--- src/sv/bqmc_pkg.sv ---
// Shared types, constants and codes for the multichannel biquad core.
package bqmc_pkg;

	localparam int CHANNELS = 2;
	localparam int IDX_W = (CHANNELS > 1) ? $clog2(CHANNELS) : 1;

	localparam int SAMPLE_W = 24;
	localparam int COEF_W = 32;
	localparam int STATE_W = 48;
	localparam int FB_W = 31;                   // feedback sample, Q8.23
	localparam int PROD_W = COEF_W + FB_W;      // exact product width
	localparam int PSH_W = PROD_W - 11;         // product shifted to Q.40
	localparam int ACC_W = 54;                  // headroom for three-term sums
	localparam int CFG_IDX_W = 3;

	localparam logic [CFG_IDX_W-1:0] REG_B0 = 3'd0;
	localparam logic [CFG_IDX_W-1:0] REG_B1 = 3'd1;
	localparam logic [CFG_IDX_W-1:0] REG_B2 = 3'd2;
	localparam logic [CFG_IDX_W-1:0] REG_A1 = 3'd3;
	localparam logic [CFG_IDX_W-1:0] REG_A2 = 3'd4;
	localparam logic [CFG_IDX_W-1:0] REG_EQ = 3'd5;

	typedef struct packed {
		logic                       chan;
		logic signed [SAMPLE_W-1:0] sample_in;
	} in_item_t;

	typedef struct packed {
		logic                       chan_out;
		logic signed [SAMPLE_W-1:0] sample_out;
	} out_item_t;

	typedef enum logic [2:0] {
		ST_IDLE,
		ST_B0,
		ST_Y,
		ST_A1,
		ST_B2,
		ST_A2,
		ST_WB
	} bqmc_state_t;

	// coefficient fed to the shared multiplier
	typedef enum logic [2:0] {
		MUL_B0,
		MUL_B1,
		MUL_B2,
		MUL_A1,
		MUL_A2
	} mul_sel_t;

	// accumulator step for the current cycle
	typedef enum logic [2:0] {
		DP_NONE,
		DP_Y,
		DP_N1A,
		DP_N1B,
		DP_N2A,
		DP_WB
	} dp_op_t;

	typedef struct packed {
		logic     load;
		logic     mul_en;
		mul_sel_t mul_sel;
		dp_op_t   op;
	} bqmc_cmd_t;

endpackage

--- src/sv/bqmc_ctrl.sv ---
// Sequencer for the biquad core: steps the shared multiplier and owns the output valid.
module bqmc_ctrl (
	input  logic                clk,
	input  logic                arst_n,
	input  logic                in_valid,
	output logic                in_ready,
	output logic                out_valid,
	input  logic                out_ready,
	output bqmc_pkg::bqmc_cmd_t cmd
);

	bqmc_pkg::bqmc_state_t state_q, state_d;
	logic out_valid_q;
	logic wb_fire;

	always_ff @(posedge clk or negedge arst_n) begin
		if (!arst_n) begin
			state_q <= bqmc_pkg::ST_IDLE;
			out_valid_q <= 1'b0;
		end else begin
			state_q <= state_d;
			if (wb_fire) begin
				out_valid_q <= 1'b1;
			end else if (out_ready) begin
				out_valid_q <= 1'b0;
			end
		end
	end

	always_comb begin
		state_d = state_q;
		in_ready = 1'b0;
		wb_fire = 1'b0;
		cmd.load = 1'b0;
		cmd.mul_en = 1'b0;
		cmd.mul_sel = bqmc_pkg::MUL_B0;
		cmd.op = bqmc_pkg::DP_NONE;
		unique case (state_q)
			bqmc_pkg::ST_IDLE: begin
				in_ready = 1'b1;
				if (in_valid) begin
					cmd.load = 1'b1;
					state_d = bqmc_pkg::ST_B0;
				end
			end
			bqmc_pkg::ST_B0: begin
				cmd.mul_en = 1'b1;
				cmd.mul_sel = bqmc_pkg::MUL_B0;
				state_d = bqmc_pkg::ST_Y;
			end
			bqmc_pkg::ST_Y: begin
				cmd.mul_en = 1'b1;
				cmd.mul_sel = bqmc_pkg::MUL_B1;
				cmd.op = bqmc_pkg::DP_Y;
				state_d = bqmc_pkg::ST_A1;
			end
			bqmc_pkg::ST_A1: begin
				cmd.mul_en = 1'b1;
				cmd.mul_sel = bqmc_pkg::MUL_A1;
				cmd.op = bqmc_pkg::DP_N1A;
				state_d = bqmc_pkg::ST_B2;
			end
			bqmc_pkg::ST_B2: begin
				cmd.mul_en = 1'b1;
				cmd.mul_sel = bqmc_pkg::MUL_B2;
				cmd.op = bqmc_pkg::DP_N1B;
				state_d = bqmc_pkg::ST_A2;
			end
			bqmc_pkg::ST_A2: begin
				cmd.mul_en = 1'b1;
				cmd.mul_sel = bqmc_pkg::MUL_A2;
				cmd.op = bqmc_pkg::DP_N2A;
				state_d = bqmc_pkg::ST_WB;
			end
			bqmc_pkg::ST_WB: begin
				// hold until the output register is free
				if (!out_valid_q || out_ready) begin
					wb_fire = 1'b1;
					cmd.op = bqmc_pkg::DP_WB;
					state_d = bqmc_pkg::ST_IDLE;
				end
			end
			default: begin
				state_d = bqmc_pkg::ST_IDLE;
			end
		endcase
	end

	assign out_valid = out_valid_q;

endmodule

--- src/sv/bqmc_dp.sv ---
// Datapath of the biquad core: coefficients, shared multiplier, accumulators, channel state.
module bqmc_dp (
	input  logic                                   clk,
	input  logic                                   arst_n,
	input  bqmc_pkg::bqmc_cmd_t                    cmd,
	input  bqmc_pkg::in_item_t                     in_data,
	output bqmc_pkg::out_item_t                    out_data,
	input  logic                                   cfg_wr_en,
	input  logic [bqmc_pkg::CFG_IDX_W-1:0]         cfg_index,
	input  logic [bqmc_pkg::COEF_W-1:0]            cfg_data
);

	localparam int SW = bqmc_pkg::SAMPLE_W;
	localparam int CW = bqmc_pkg::COEF_W;
	localparam int ZW = bqmc_pkg::STATE_W;
	localparam int FW = bqmc_pkg::FB_W;
	localparam int PW = bqmc_pkg::PROD_W;
	localparam int HW = bqmc_pkg::PSH_W;
	localparam int AW = bqmc_pkg::ACC_W;
	localparam int IW = bqmc_pkg::IDX_W;

	function automatic logic signed [ZW-1:0] sat_state(input logic signed [AW-1:0] v);
		logic signed [ZW-1:0] r;
		if (v[AW-1:ZW-1] == {(AW-ZW+1){1'b0}} || v[AW-1:ZW-1] == {(AW-ZW+1){1'b1}}) begin
			r = v[ZW-1:0];
		end else if (v[AW-1]) begin
			r = {1'b1, {(ZW-1){1'b0}}};
		end else begin
			r = {1'b0, {(ZW-1){1'b1}}};
		end
		return r;
	endfunction

	function automatic logic signed [SW-1:0] sat_sample(input logic signed [FW-1:0] v);
		logic signed [SW-1:0] r;
		if (v[FW-1:SW-1] == {(FW-SW+1){1'b0}} || v[FW-1:SW-1] == {(FW-SW+1){1'b1}}) begin
			r = v[SW-1:0];
		end else if (v[FW-1]) begin
			r = {1'b1, {(SW-1){1'b0}}};
		end else begin
			r = {1'b0, {(SW-1){1'b1}}};
		end
		return r;
	endfunction

	logic signed [CW-1:0] b0_q, b1_q, b2_q, a1_q, a2_q;
	logic                 eq_q;

	logic signed [SW-1:0] x_q;
	logic                 ch_q;
	logic                 ch_ok;
	logic [IW-1:0]        idx;

	logic signed [ZW-1:0] d1_q [bqmc_pkg::CHANNELS];
	logic signed [ZW-1:0] d2_q [bqmc_pkg::CHANNELS];
	logic signed [ZW-1:0] d1_rd, d2_rd;

	logic signed [CW-1:0] mul_a;
	logic signed [FW-1:0] mul_b;
	logic signed [PW-1:0] prod;
	logic signed [PW-1:0] prod_q;
	logic signed [AW-1:0] psx;

	logic signed [FW-1:0] yf_q;
	logic signed [AW-1:0] acc1_q, acc2_q;
	logic signed [AW-1:0] sum_y, n2;
	logic signed [ZW-1:0] acc_y;

	// configuration registers
	always_ff @(posedge clk or negedge arst_n) begin
		if (!arst_n) begin
			b0_q <= 32'sh1000_0000;
			b1_q <= '0;
			b2_q <= '0;
			a1_q <= '0;
			a2_q <= '0;
			eq_q <= 1'b1;
		end else if (cfg_wr_en) begin
			unique case (cfg_index)
				bqmc_pkg::REG_B0: b0_q <= cfg_data;
				bqmc_pkg::REG_B1: b1_q <= cfg_data;
				bqmc_pkg::REG_B2: b2_q <= cfg_data;
				bqmc_pkg::REG_A1: a1_q <= cfg_data;
				bqmc_pkg::REG_A2: a2_q <= cfg_data;
				bqmc_pkg::REG_EQ: eq_q <= cfg_data[0];
				default: begin
				end
			endcase
		end
	end

	// input capture
	always_ff @(posedge clk) begin
		if (cmd.load) begin
			x_q <= in_data.sample_in;
			ch_q <= in_data.chan;
		end
	end

	assign ch_ok = (32'(ch_q) < bqmc_pkg::CHANNELS);
	assign idx = IW'(ch_q);
	assign d1_rd = ch_ok ? d1_q[idx] : '0;
	assign d2_rd = ch_ok ? d2_q[idx] : '0;

	// shared multiplier, one product per cycle while cmd.mul_en is set
	always_comb begin
		mul_a = b0_q;
		mul_b = FW'(x_q);
		unique case (cmd.mul_sel)
			bqmc_pkg::MUL_B0: begin
				mul_a = b0_q;
				mul_b = FW'(x_q);
			end
			bqmc_pkg::MUL_B1: begin
				mul_a = b1_q;
				mul_b = FW'(x_q);
			end
			bqmc_pkg::MUL_B2: begin
				mul_a = b2_q;
				mul_b = FW'(x_q);
			end
			bqmc_pkg::MUL_A1: begin
				mul_a = a1_q;
				mul_b = yf_q;
			end
			bqmc_pkg::MUL_A2: begin
				mul_a = a2_q;
				mul_b = yf_q;
			end
			default: begin
			end
		endcase
	end

	assign prod = PW'(mul_a) * PW'(mul_b);

	always_ff @(posedge clk) begin
		if (cmd.mul_en) begin
			prod_q <= prod;
		end
	end

	// dropping 11 low bits of a signed product is the floor shift to Q.40
	assign psx = AW'(signed'(prod_q[PW-1:PW-HW]));

	assign sum_y = psx + AW'(d1_rd);
	assign acc_y = sat_state(sum_y);
	assign n2 = acc2_q - psx;

	always_ff @(posedge clk) begin
		unique case (cmd.op)
			bqmc_pkg::DP_Y:   yf_q <= acc_y[ZW-1:ZW-FW];
			bqmc_pkg::DP_N1A: acc1_q <= psx + AW'(d2_rd);
			bqmc_pkg::DP_N1B: acc1_q <= acc1_q - psx;
			bqmc_pkg::DP_N2A: acc2_q <= psx;
			bqmc_pkg::DP_WB: begin
				out_data.chan_out <= ch_q;
				out_data.sample_out <= (eq_q && ch_ok) ? sat_sample(yf_q) : x_q;
			end
			default: begin
			end
		endcase
	end

	// channel delay state
	always_ff @(posedge clk or negedge arst_n) begin
		if (!arst_n) begin
			for (int i = 0; i < bqmc_pkg::CHANNELS; i++) begin
				d1_q[i] <= '0;
				d2_q[i] <= '0;
			end
		end else if (cmd.op == bqmc_pkg::DP_WB && ch_ok) begin
			d1_q[idx] <= sat_state(acc1_q);
			d2_q[idx] <= sat_state(n2);
		end
	end

endmodule

--- src/sv/biquad_tdf2_multichannel_core.sv ---
// Top level of the multichannel transposed direct form II biquad core.
//
//   channel   direction  handshake              payload
//   in        in         in_valid / in_ready    in_data  (chan, sample_in)
//   out       out        out_valid / out_ready  out_data (chan_out, sample_out)
//   cfg       in         cfg_wr_en              cfg_index, cfg_data
//
// A transaction is accepted in the idle step and its result is built in six
// steps: five products through one shared 32x31 multiplier, each registered
// and accumulated in the step that follows it, then the write-back. A new item
// is accepted only after the previous one has left write-back.
// Reset clears the sequencer, the output valid and all channel state, and loads
// the coefficient defaults (b0 = 1.0, bypass off). A stalled output holds the
// item in write-back; channel state is written only when it moves to the output.
module biquad_tdf2_multichannel_core (
	input  logic                           clk,
	input  logic                           arst_n,
	input  logic                           in_valid,
	output logic                           in_ready,
	input  bqmc_pkg::in_item_t             in_data,
	output logic                           out_valid,
	input  logic                           out_ready,
	output bqmc_pkg::out_item_t            out_data,
	input  logic                           cfg_wr_en,
	input  logic [bqmc_pkg::CFG_IDX_W-1:0] cfg_index,
	input  logic [bqmc_pkg::COEF_W-1:0]    cfg_data
);

	bqmc_pkg::bqmc_cmd_t cmd;

	// sequencer: walks the multiply and accumulate steps
	bqmc_ctrl u_ctrl (
		.clk       (clk),
		.arst_n    (arst_n),
		.in_valid  (in_valid),
		.in_ready  (in_ready),
		.out_valid (out_valid),
		.out_ready (out_ready),
		.cmd       (cmd)
	);

	// datapath: coefficients, multiplier, accumulators and channel state
	bqmc_dp u_dp (
		.clk       (clk),
		.arst_n    (arst_n),
		.cmd       (cmd),
		.in_data   (in_data),
		.out_data  (out_data),
		.cfg_wr_en (cfg_wr_en),
		.cfg_index (cfg_index),
		.cfg_data  (cfg_data)
	);

	// one item in flight: an accepted transaction drops ready the next cycle
	a_one_in_flight : assert property (@(posedge clk) disable iff (!arst_n)
		in_valid && in_ready |=> !in_ready)
		else $error("input accepted while an item is in flight");

	// write-back never overwrites a result that is still waiting
	a_no_overwrite : assert property (@(posedge clk) disable iff (!arst_n)
		cmd.op == bqmc_pkg::DP_WB |-> !out_valid || out_ready)
		else $error("write-back over a pending result");

	// write-back always presents a result in the next cycle
	a_wb_valid : assert property (@(posedge clk) disable iff (!arst_n)
		cmd.op == bqmc_pkg::DP_WB |=> out_valid)
		else $error("write-back without a result");

	// the input is only captured while ready is high
	a_load_ready : assert property (@(posedge clk) disable iff (!arst_n)
		cmd.load |-> in_ready && in_valid)
		else $error("input captured outside a transaction");

endmodule
--- config.mk ---
export PLATFORM = sky130hd
export DESIGN_NAME = biquad_tdf2_multichannel_core
export DESIGN_NICKNAME = d
export VERILOG_FILES = /design/src/sv/bqmc_pkg.sv /design/src/sv/bqmc_ctrl.sv /design/src/sv/bqmc_dp.sv /design/src/sv/biquad_tdf2_multichannel_core.sv
export SDC_FILE = /design/constraint.sdc
export NUM_CORES = 2
export LEC_CHECK = 0
export BUFFER_PORTS_ARGS = -buffer_cell sky130_fd_sc_hd__buf_2
export CAP_MARGIN = 20
export CORE_MARGIN = 4
export CORE_UTILIZATION = 65
export CTS_CLUSTER_SIZE = 40
export DETAILED_ROUTE_END_ITERATION = 10
export PLACE_DENSITY_LB_ADDON = 0.08
export RECOVER_POWER = 100
export SETUP_SLACK_MARGIN = 0.05
export SLEW_MARGIN = 30
export SYNTH_ARGS = -nofsm -noshare
export SYNTH_HDL_FRONTEND = slang
export SYNTH_HIERARCHICAL = 1
export SYNTH_SLANG_ARGS = --single-unit
--- constraint.sdc ---
create_clock -name clk -period 12.2 [get_ports clk]
set_input_delay 1.22 -clock clk [delete_from_list [all_inputs] [get_ports clk]]
set_output_delay 1.22 -clock clk [all_outputs]
set_load 0.05 [all_outputs]
==> impl_metrics.csv <==
group,metric,value,unit
run_status,status,"finished with violations",
run_status,violations,"max-capacitance violations, max-slew violations",
logic_synthesis,yosysTopAreaCell,"fa_1",
logic_synthesis,synthDistinctLibCells,100,
logic_synthesis,synth_nets,8896,
setup_path,worstPathRequired,12.59,ns
detailed_routing,vias,54880,
sta,hold_viol_final,0,
floorplan,fp.coreArea,106000,um2
cts,ctsHtreeMaxLevel,3,
global_route,track_usage,39.91,%
detailed_routing,wl_per_cell,25.09,um
logic_synthesis,async_reset_ff_share,59.90,%
logic_synthesis,yosys-top-cells-area,"fa_1 (30%), dfrtp_1 (13%), edfxtp_1 (10%)",
setup_path,worstSetupPathType,"register to register",
detailed_routing,drt_pre_antenna_iters,10,
logic_synthesis,synth_top_family_by_area,"adder cells",
cts,cts.sinks,596,
global_route,grt_pass1_wl,338100,um
global_route,grt_antenna_before_repair,9,
global_route,grt-ovfl-total,0,
logic_synthesis,postSynthCellCount,7394,
setup_path,critPathTopFamily,"adder cells",
placement,portBuffers,91,
logic_synthesis,synthAdderAreaFrac,37.02,%
sta,maxSlewViolCount,1389,
sta,min_period_over_period,97.32,%
sta,rsz0062_at_grt,"no",
detailed_routing,drt-vias-per-instance,6.218,
sta,clock_skew,0.03042,ns
setup_path,crit_path_frequent_cell,"fa_1",
floorplan,fp.dieH,335.8,um
setup_path,crit_fanout,30,
global_route,grt_max_degree,101,
finish,final_nets,8877,
finish,syn_to_final_growth,6.709,%
placement,dp_hpwl,176700,um
sta,tightest_slew,5.176,ns
logic_synthesis,synth_edf_count,239,
cts,clock_latency,0.65,ns
floorplan,ios,92,
detailed_routing,first_iter_violations,5016,
logic_synthesis,synthMuxAreaShare,4.435,%
logic_synthesis,ys_ff_latch,596,
cts,cts_hold_buf,0,
setup_path,cp-start-kind,"register",
sta,period_needed,11.87,ns
worst_hold_path,worstHoldPathType,"register to register",
placement,gp_congestion,1.051,
logic_synthesis,synth_xor_area_share,2.834,%
cts,clock_path_buffers,3,
finish,drive_above_1_share,8.989,%
sta,hold_slack,0.4719,ns
cts,cts_root_buf,"clkbuf_16",
detailed_routing,ant_nets,0,
setup_path,cp_slowest_cell,"fa_1",
sta,slew_headroom,-245.0,%
logic_synthesis,dominantRegCellSynth,"dfrtp_1",
sta,max_freq,84.22,MHz
setup_path,crit_buf_inv,7,
logic_synthesis,synth_area,69850,um2
detailed_routing,wirelength,221400,um
floorplan,start_util,65.88,%
setup_path,max_stage_delay,0.93,ns
logic_synthesis,yosys_warnings,6,
job,drv_cap,26,
placement,place_ws,0.4740,ns
setup_path,arrival,12.27,ns
floorplan,die-area,112800,um2
logic_synthesis,ys_seq_area_share,23.07,%
global_route,first_global_vias,56860,
cts,clk_pin_slew_worst_paths,0.06,ns
sta,final-setup-viol-count,0,
cts,post_cts_resized,0,
detailed_routing,drcViolationCount,0,
logic_synthesis,syn_area_per_cell,9.446,um2
cts,post_cts_buffers,0,
logic_synthesis,yosys.area_share.simple,12.84,%
sta,setup_slack,0.3269,ns
setup_path,endpoint_kind,"register",
logic_synthesis,synth_compound_area_share,11.52,%
sta,setup_tns,0,ns
cts,cts_tree,"done",
logic_synthesis,yosys.area.top_type_share,30.07,%
floorplan,chipWidth,335.8,um
floorplan,rows,119,
finish,utilization,70.30,%
cts,cts_buffers,70,
[Yosys cell counts (8+ instances only)]
library cell  number
a211o_1            8
a211oi_1          18
a21boi_0          11
a21o_1           149
a21oi_1          374
a221oi_1          11
a22oi_1           35
a311oi_1           8
a31o_2             9
a31oi_1           23
a41oi_1           10
and2_1            20
and3_1            38
and4_1            41
buf_1             16
buf_2             17
buf_6              8
clkbuf_1         320
dfrtp_1          355
edfxtp_1         239
fa_1            1049
ha_1             388
inv_1           1151
mux2_2           256
mux2i_1           20
nand2_1          961
nand2b_1          42
nand3_1           57
nand4_1           76
nor2_1           676
nor2b_1           40
nor3_1            50
nor4_1            12
o211ai_1          48
o21a_1            29
o21ai_0          323
o21ai_1           15
o21bai_1          39
o311ai_1          51
o31a_1            10
o31ai_1           21
or2_2             13
or3_1             13
xnor2_1          144
xor2_1            82
[stage by stage]
| stage | area, um2 | std cells |
|---|---|---|
| 3_5_place_dp | 72230 | 8692 |
| 4_1_cts | 74770 | 8820 |
| 5_1_grt | 74520 | 8822 |
| 6_report | 74530 | 8825 |
| 2_1_floorplan | 69850 | 7394 |
| 3_3_place_gp | 72180 | 8691 |
[state kept, by name (all words and copies together), names as in the netlist]
name / count
u_ctrl/out_valid: 1
u_dp/acc1_q: 54
u_dp/eq_q: 1
u_dp/ch_q: 1
u_dp/x_q: 24
u_dp/acc2_q: 52
u_dp/d2_q: 96
u_dp/b2_q: 32
u_dp/out_data: 25
u_dp/b0_q: 32
u_dp/d1_q: 96
u_dp/a1_q: 32
u_dp/b1_q: 32
u_dp/prod_q: 52
u_dp/yf_q: 31
u_dp/a2_q: 32
u_ctrl/state_q: 3
[final cells by class]
type	count	area (um2)
timing repair buffer	274	1757
inverter	1152	4324
tap	1391	1740
sequential	596	16110
clock inverter	32	380.4
multi-input combinational	5281	48060
fill	8201	31480
clock buffer	96	2152
antenna	3	7.507
[tightest hold or removal path, cell delays in order, from the launching register on]
cell and delay (ns):
dfrtp_1 0.34, nand2_1 0.04, o21ai_0 0.06
[layout by cell type, fill, tap and decap left out, types with 57 or more instances in the layout]
cell and n:
inv_1 1151, fa_1 1049, nand2_1 961, nor2_1 675
ha_1 388, a21oi_1 360, dfrtp_1 355, o21ai_0 332
mux2_2 251, edfxtp_1 239, a21o_1 149, buf_4 149
xnor2_1 144, xor2_1 81, clkbuf_16 80, nand4_1 76
clkbuf_1 68, buf_2 58, nand3_1 57
[cell families (layout without fill, tap and decap cells)]
family	count (synthesis)	count (layout)
other	0	3
XOR/XNOR	226	226
adder cells (fa/ha/maj)	1437	1437
flip-flops	596	596
AO/OA/AOI/OAI	1265	1265
multiplexers	277	277
buffers and inverters	1517	1554
AND/OR/NAND/NOR	2076	2076
[metal layers]
layer	share of wire [%]	track usage, %	vias to the layer above
li1	-	-	23940
met1	38	52.07	27320
met2	44	61.78	2876
met3	11	9.838	723
met4	7.2	22.45	8
met5	0.025	0	-
[final timing paths]
kind | cells after the start | start | end | slack (ns)
max | 32 | u_ctrl/state_q[1]$_DFFE_PN0P_ | u_dp/prod_q[60]$_DFFE_PP_ | 0.33
max in group asynchronous | 3 | arst_n | u_dp/a2_q[18]$_DFFE_PN0P_ | 2.22
max reg2reg | 32 | u_ctrl/state_q[1]$_DFFE_PN0P_ | u_dp/prod_q[60]$_DFFE_PP_ | 0.33
min in group asynchronous | 1 | arst_n | u_dp/d2_q[0]$_DFFE_PN0P_ | 2.44
min | 2 | u_dp/d2_q[39]$_DFFE_PN0P_ | u_dp/d2_q[39]$_DFFE_PN0P_ | 0.47
min reg2reg | 2 | u_dp/d2_q[39]$_DFFE_PN0P_ | u_dp/d2_q[39]$_DFFE_PN0P_ | 0.47
Power is not shown: default switching activity piles up to over one toggle a cycle in this logic, so the estimate is an artifact.
